--- src/hw/rtl/rse_pkg.sv ---
// Shared types and constants for the rank sort engine.
// No dependencies.
`timescale 1ns / 1ps
`default_nettype none

package rse_pkg;

	localparam int unsigned SET_CAPACITY = 16;

	typedef struct packed {
		logic signed [31:0] item_value;
		logic               set_end;
	} in_item_t;

	typedef struct packed {
		logic signed [31:0] sorted_value;
		logic               run_end;
		logic               overflow;
	} out_item_t;

	// what a cell shows its neighbors
	typedef struct packed {
		logic               occupied;
		logic               keep;
		logic signed [31:0] value;
	} cell_link_t;

endpackage

`default_nettype wire

--- src/hw/rtl/rse_cell.sv ---
// One cell of the sorted chain: holds one value, and inserts an arrival or shifts when told.
// Depends on rse_pkg.
`timescale 1ns / 1ps
`default_nettype none

module rse_cell
	import rse_pkg::*;
(
	input  wire logic               clk,
	input  wire logic               arst_n,
	input  wire logic               insert,
	input  wire logic               shift,
	input  wire logic signed [31:0] arrival,
	input  wire cell_link_t         prev,
	input  wire cell_link_t         next,
	output cell_link_t              own
);

	logic               occ_q;
	logic signed [31:0] value_q;
	logic               keep;

	// stored value stays ahead of an arrival that is greater or equal
	assign keep = occ_q && (value_q <= arrival);

	assign own = '{occupied: occ_q, keep: keep, value: value_q};

	always_ff @(posedge clk or negedge arst_n) begin
		if (!arst_n) begin
			occ_q <= 1'b0;
		end else if (shift) begin
			occ_q <= next.occupied;
		end else if (insert && !keep) begin
			occ_q <= prev.keep ? 1'b1 : prev.occupied;
		end
	end

	always_ff @(posedge clk) begin
		if (shift) begin
			value_q <= next.value;
		end else if (insert && !keep) begin
			value_q <= prev.keep ? arrival : prev.value;
		end
	end

endmodule

`default_nettype wire

--- src/hw/rtl/rank_sort_engine_core.sv ---
// Top level of the rank sort engine: chain of sort cells, fill count, drain control.
// Depends on rse_pkg and rse_cell.
`timescale 1ns / 1ps
`default_nettype none

// Sorts sets of up to SET_CAPACITY signed 32-bit values, stable for equal values.
// Values are taken one item per cycle while loading; each arrival is broadcast to a
// row of cells kept in ascending order, and the cells open a slot for it as it is taken.
// The item marked set_end starts the drain: the head cell is emitted once per cycle
// (while result_ready holds) as the row shifts toward the head, so a set of N values
// yields N results, with run_end on the last one. item_ready is low during the
// drain. Arrivals beyond capacity are dropped and every result of that set carries
// overflow.
module rank_sort_engine_core
	import rse_pkg::*;
#(
	parameter int unsigned SET_CAPACITY_P = SET_CAPACITY
) (
	input  wire logic      clk,
	input  wire logic      arst_n,
	input  wire logic      item_valid,
	output logic           item_ready,
	input  wire in_item_t  item,
	output logic           result_valid,
	input  wire logic      result_ready,
	output out_item_t      result
);

	localparam int unsigned CW = $clog2(SET_CAPACITY_P + 1);

	logic          drain_q;
	logic          ovf_q;
	logic [CW-1:0] fill_q;
	logic          res_valid_q;
	out_item_t     res_q;

	logic in_fire, full, ins, pop;

	cell_link_t own_lnk  [SET_CAPACITY_P];
	cell_link_t prev_lnk [SET_CAPACITY_P];
	cell_link_t next_lnk [SET_CAPACITY_P];

	assign item_ready   = !drain_q;
	assign in_fire      = item_valid && item_ready;
	assign full         = (fill_q == CW'(SET_CAPACITY_P));
	assign ins          = in_fire && !full;
	assign pop          = drain_q && (!res_valid_q || result_ready);
	assign result_valid = res_valid_q;
	assign result       = res_q;

	always_comb begin
		for (int i = 0; i < SET_CAPACITY_P; i++) begin
			if (i == 0) begin
				prev_lnk[i] = '{occupied: 1'b1, keep: 1'b1, value: '0};
			end else begin
				prev_lnk[i] = own_lnk[i-1];
			end
			if (i == SET_CAPACITY_P - 1) begin
				next_lnk[i] = '{occupied: 1'b0, keep: 1'b0, value: '0};
			end else begin
				next_lnk[i] = own_lnk[i+1];
			end
		end
	end

	for (genvar g = 0; g < SET_CAPACITY_P; g++) begin : g_cell
		rse_cell u_cell (
			.clk     (clk),
			.arst_n  (arst_n),
			.insert  (ins),
			.shift   (pop),
			.arrival (item.item_value),
			.prev    (prev_lnk[g]),
			.next    (next_lnk[g]),
			.own     (own_lnk[g])
		);
	end

	always_ff @(posedge clk or negedge arst_n) begin
		if (!arst_n) begin
			drain_q     <= 1'b0;
			ovf_q       <= 1'b0;
			fill_q      <= '0;
			res_valid_q <= 1'b0;
		end else begin
			if (in_fire) begin
				if (full) begin
					ovf_q <= 1'b1;
				end else begin
					fill_q <= fill_q + CW'(1);
				end
				if (item.set_end) begin
					drain_q <= 1'b1;
				end
			end
			if (pop) begin
				res_valid_q <= 1'b1;
				fill_q      <= fill_q - CW'(1);
				if (fill_q == CW'(1)) begin
					drain_q <= 1'b0;
					ovf_q   <= 1'b0;
				end
			end else if (result_ready) begin
				res_valid_q <= 1'b0;
			end
		end
	end

	always_ff @(posedge clk) begin
		if (pop) begin
			res_q.sorted_value <= own_lnk[0].value;
			res_q.run_end      <= (fill_q == CW'(1));
			res_q.overflow     <= ovf_q;
		end
	end

endmodule

`default_nettype wire

--- config.mk ---
export PLATFORM = sky130hd
export DESIGN_NAME = rank_sort_engine_core
export DESIGN_NICKNAME = d
export VERILOG_FILES = /design/src/hw/rtl/rse_pkg.sv /design/src/hw/rtl/rse_cell.sv /design/src/hw/rtl/rank_sort_engine_core.sv
export SDC_FILE = /design/constraint.sdc
export NUM_CORES = 2
export LEC_CHECK = 0
export CORE_MARGIN = 1.5
export CORE_UTILIZATION = 45
export CTS_CLUSTER_DIAMETER = 50
export DETAILED_ROUTE_END_ITERATION = 10
export DONT_BUFFER_PORTS = 1
export PLACE_DENSITY = 0.64
export SLEW_MARGIN = 20
export SYNTH_ARGS = -nofsm -noshare
export SYNTH_HDL_FRONTEND = slang
export SYNTH_SLANG_ARGS = --single-unit
--- constraint.sdc ---
create_clock -name clk -period 13.6 [get_ports clk]
set_input_delay 0 -clock clk [delete_from_list [all_inputs] [get_ports clk]]
set_output_delay 0 -clock clk [all_outputs]
set_load 0.01 [all_outputs]
==> results.sh <==
export IMPL_run_status="finished clean"
export IMPL_cts_root_buf="sky130_fd_sc_hd__clkbuf_16"
export IMPL_post_synth_fa_ha_maj_area_fraction=0.162
export IMPL_vias_per_cell=6.52
export IMPL_grt_util_all_layers=0.288
export IMPL_synth_compound_gate_area_share=0.205
export IMPL_synthesis_yosys_warnings=0
export IMPL_timing_critical_path_to_type="register"
export IMPL_synth_edf_count=514
export IMPL_grt_pass1_vias=32219
export IMPL_drt_first_pass_iters=8
export IMPL_post_route_drc_count=0
export IMPL_dp_final_hpwl_mm=93.2
export IMPL_effective_utilization_at_floorplan=0.457
export IMPL_muxShareOfSynthArea=0.0246
export IMPL_finalSetupViolations=0
export IMPL_worstRegToRegCells=11
export IMPL_powerDensity_mw_per_mm2=285
export IMPL_syn_avg_cell_area_um2=9.88
export IMPL_fin_skew_ns=0.0286
export IMPL_power_static_leakage_nw=17.7
export IMPL_crit_arrival_ns=4.94
export IMPL_hp_class="primary input to register"
export IMPL_die_width_um=301
export IMPL_fin_crit_sh=0.341
export IMPL_grt_antenna_before_repair=7
export IMPL_category_of_the_critical_setup_timing_path="primary input to register"
export IMPL_grt_start_max_net_pins=206
export IMPL_synth_seq_cells=570
export IMPL_maxClockFrequency_mhz=216
export IMPL_floorplan_die_height_um=301
export IMPL_layout_cells_non_filler=5216
export IMPL_synth_area_mm2=0.0399
export IMPL_clkSinkCount=570
export IMPL_finalSetupTns_ns=0
export IMPL_combinational_family_with_the_most_area_after_synthesis="compound AO/OA/AOI/OAI gates"
export IMPL_unrepaired_setup_endpoints_after_global_routing="false"
export IMPL_cp_data_required_time_ns=13.90
export IMPL_worst_setup_path_start_kind="primary input"
export IMPL_drive_gt1_frac=0.0889
export IMPL_port_buffer_count=0
export IMPL_cap_viol_max_count=0
export IMPL_r2r_end="g_cell[13].u_cell.value_q[22]$_DFFE_PP_"
export IMPL_route_antenna_remaining_nets=0
export IMPL_synth_async_sr_flop_share=0.0421
export IMPL_fp_row_count=108
export IMPL_finalMaxSlewViolations=0
export IMPL_timing_hold_worst_endpoint="g_cell[10].u_cell.value_q[5]$_DFFE_PP_"
export IMPL_aggregate_global_routing_overflow=0
export IMPL_synthesized_area_fraction_occupied_by_and_or_nand_nor_cells=0.146
export IMPL_path_clk_slew_ns=0.05
export IMPL_postSynth_topFlopCell="sky130_fd_sc_hd__edfxtp_1"
export IMPL_worst_margin_pin_slew_ns=1.14
export IMPL_startpoint_of_the_most_critical_hold_path="item[6]"
export IMPL_netlist_top_cell_by_area="sky130_fd_sc_hd__edfxtp_1"
export IMPL_post_route_util=0.509
export IMPL_htree_levels=3
export IMPL_critical_path_reg2reg_startpoint="g_cell[13].u_cell.value_q[27]$_DFFE_PP_"
export IMPL_fillCellCount=8066
export IMPL_cts_buffers=94
export IMPL_ff2ff_setup_slack_ns=9.07
export IMPL_timing_hold_violations_final=0
export IMPL_yosys_cell_count_top_type="sky130_fd_sc_hd__ha_1"
export IMPL_synth_top_area_share=0.387
export IMPL_syn_instance_count=4037
export IMPL_insertion_delay_ns=0.68
export IMPL_synthesis_nets=4590
export IMPL_worst_hold_path_num_cells=4
export IMPL_gp_routability_congestion=0.951
export IMPL_max_vdd_ir_drop_v=0.000212
export IMPL_place_detailed_instances=4998
export IMPL_floorplan_core_area_mm2=0.0873
export IMPL_final_period_minus_worst_setup_slack_ns=4.64
export IMPL_via_count=34000
export IMPL_post_drt_wl_per_cell_um=25.4
export IMPL_ioPinCount=73
export IMPL_cts_tree="built"
export IMPL_post_synth_most_frequent_cells="sky130_fd_sc_hd__ha_1 (516), sky130_fd_sc_hd__edfxtp_1 (514), sky130_fd_sc_hd__nand2_1 (457)"
export IMPL_max_clock_path_buffers=3
export IMPL_timing_slew_headroom=0.237
export IMPL_timing_critical_path_fanout_max=33
export IMPL_ys_types=69
export IMPL_wirelength_mm=133
export IMPL_grt_first_pass_wirelength_mm=201
export IMPL_detailedRoute_firstIterationViolations=4074
export IMPL_synth_xor_xnor_area_share=0.000879
export IMPL_synthTopCellsByArea="sky130_fd_sc_hd__edfxtp_1 (39%), sky130_fd_sc_hd__ha_1 (16%), sky130_fd_sc_hd__a21oi_1 (5.7%)"
export IMPL_fp_dieArea_mm2=0.0904
export IMPL_area_growth_pct=11.5
export IMPL_synth_seq_area_share=0.418
export IMPL_fin_nets=4531
[metrics by stage]
step	hold WS [ns]	power, mW	setup WS (ns)	cell area, um2
floorplan	-0.296	8.27	8.83	39900
global placement	-0.294	9.87	8.84	40700
detailed placement	-0.294	9.99	8.83	40700
CTS	0.00244	12.6	9.08	44500
global route	0.0480	13.5	8.74	44500
finish	0.0421	12.7	8.96	44500
[cells in the final DEF (no fill, tap or decap), drive strengths merged, types with 15 or more instances in the layout]
cell type,count
ha,516
edfxtp,514
nand2,457
a21oi,455
nand4,236
o211ai,233
nor2,225
nand3,203
o21ai,197
inv,138
clkbuf,107
mux2i,98
a31oi,96
a21o,89
buf,70
o221ai,39
dlygate4sd3,37
o31a,33
dfxtp,32
nor4,27
clkinv,26
dfrtp,24
nor3,19
a21boi,15
and2,15
[cell type report]
class                   count  area (um2)  share of cell area
inverters                 119         454              0.0102
multi-input cells        3086       21600               0.487
well taps                1155        1450              0.0325
clock inverters            70         842              0.0189
flip-flops and latches    570       16700               0.375
clock buffers             107        2460              0.0554
repair buffers            107         946              0.0213
diodes                      2        5.00            0.000113
[logic make-up after synthesis]
group,count (synthesis)
simple gates,1235
compound gates,1233
flops,570
fa+ha+maj,516
buf+inv,381
mux,98
xor+xnor,4
[worst max-delay path by stage]
stage / slack, ns / endpoint / startpoint
floorplan: 8.83 / g_cell[3].u_cell.value_q[0]$_DFFE_PP_ / g_cell[3].u_cell.value_q[30]$_DFFE_PP_
global placement: 8.84 / g_cell[13].u_cell.value_q[26]$_DFFE_PP_ / item[28]
detailed placement: 8.83 / g_cell[4].u_cell.value_q[23]$_DFFE_PP_ / item[28]
CTS: 9.08 / g_cell[2].u_cell.value_q[24]$_DFFE_PP_ / item[26]
global route: 8.74 / g_cell[2].u_cell.value_q[12]$_DFFE_PP_ / item[26]
finish: 8.96 / g_cell[13].u_cell.value_q[22]$_DFFE_PP_ / item[26]
[report_power, final]
group	internal, mW	switching [mW]
sequential	3.42	0.912
clock	1.57	0.963
combinational	2.05	3.76
[sequential cells by signal (all words and copies together) (netlist names)]
name                   flops
g_cell.u_cell.value_q    512
result                    34
g_cell.u_cell.occ_q       16
fill_q                     5
drain_q                    1
ovf_q                      1
result_valid               1
[critical path: stages]
cell                            delay, ns
sky130_fd_sc_hd__dlygate4sd3_1       0.81
sky130_fd_sc_hd__inv_1               0.08
sky130_fd_sc_hd__buf_4               0.27
sky130_fd_sc_hd__ha_1                0.36
sky130_fd_sc_hd__nand4_1             0.21
sky130_fd_sc_hd__nor4_2              0.59
sky130_fd_sc_hd__nor3b_1             0.30
sky130_fd_sc_hd__a2111oi_2           0.09
sky130_fd_sc_hd__o21ai_2             0.16
sky130_fd_sc_hd__buf_4               0.38
sky130_fd_sc_hd__and2_1              0.69
sky130_fd_sc_hd__buf_4               0.38
sky130_fd_sc_hd__a21o_1              0.15
sky130_fd_sc_hd__buf_4               0.43
[per-layer routing]
metal / vias to the layer above / GRT usage / wire (um)
li1: 15568 / - / -
met1: 16437 / 0.413 / 58100
met2: 1726 / 0.438 / 58000
met3: 265 / 0.0502 / 12000
met4: 4 / 0.101 / 4340
met5: - / 0 / 24
[repair_timing]
| action | in CTS | in global routing |
|---|---|---|
| resized for setup | 0 | 0 |
| buffers inserted | 0 | 0 |
| hold buffers | 39 | 0 |
| hold endpoints to repair | 236 | 0 |
(Power assumes the default switching activity.)
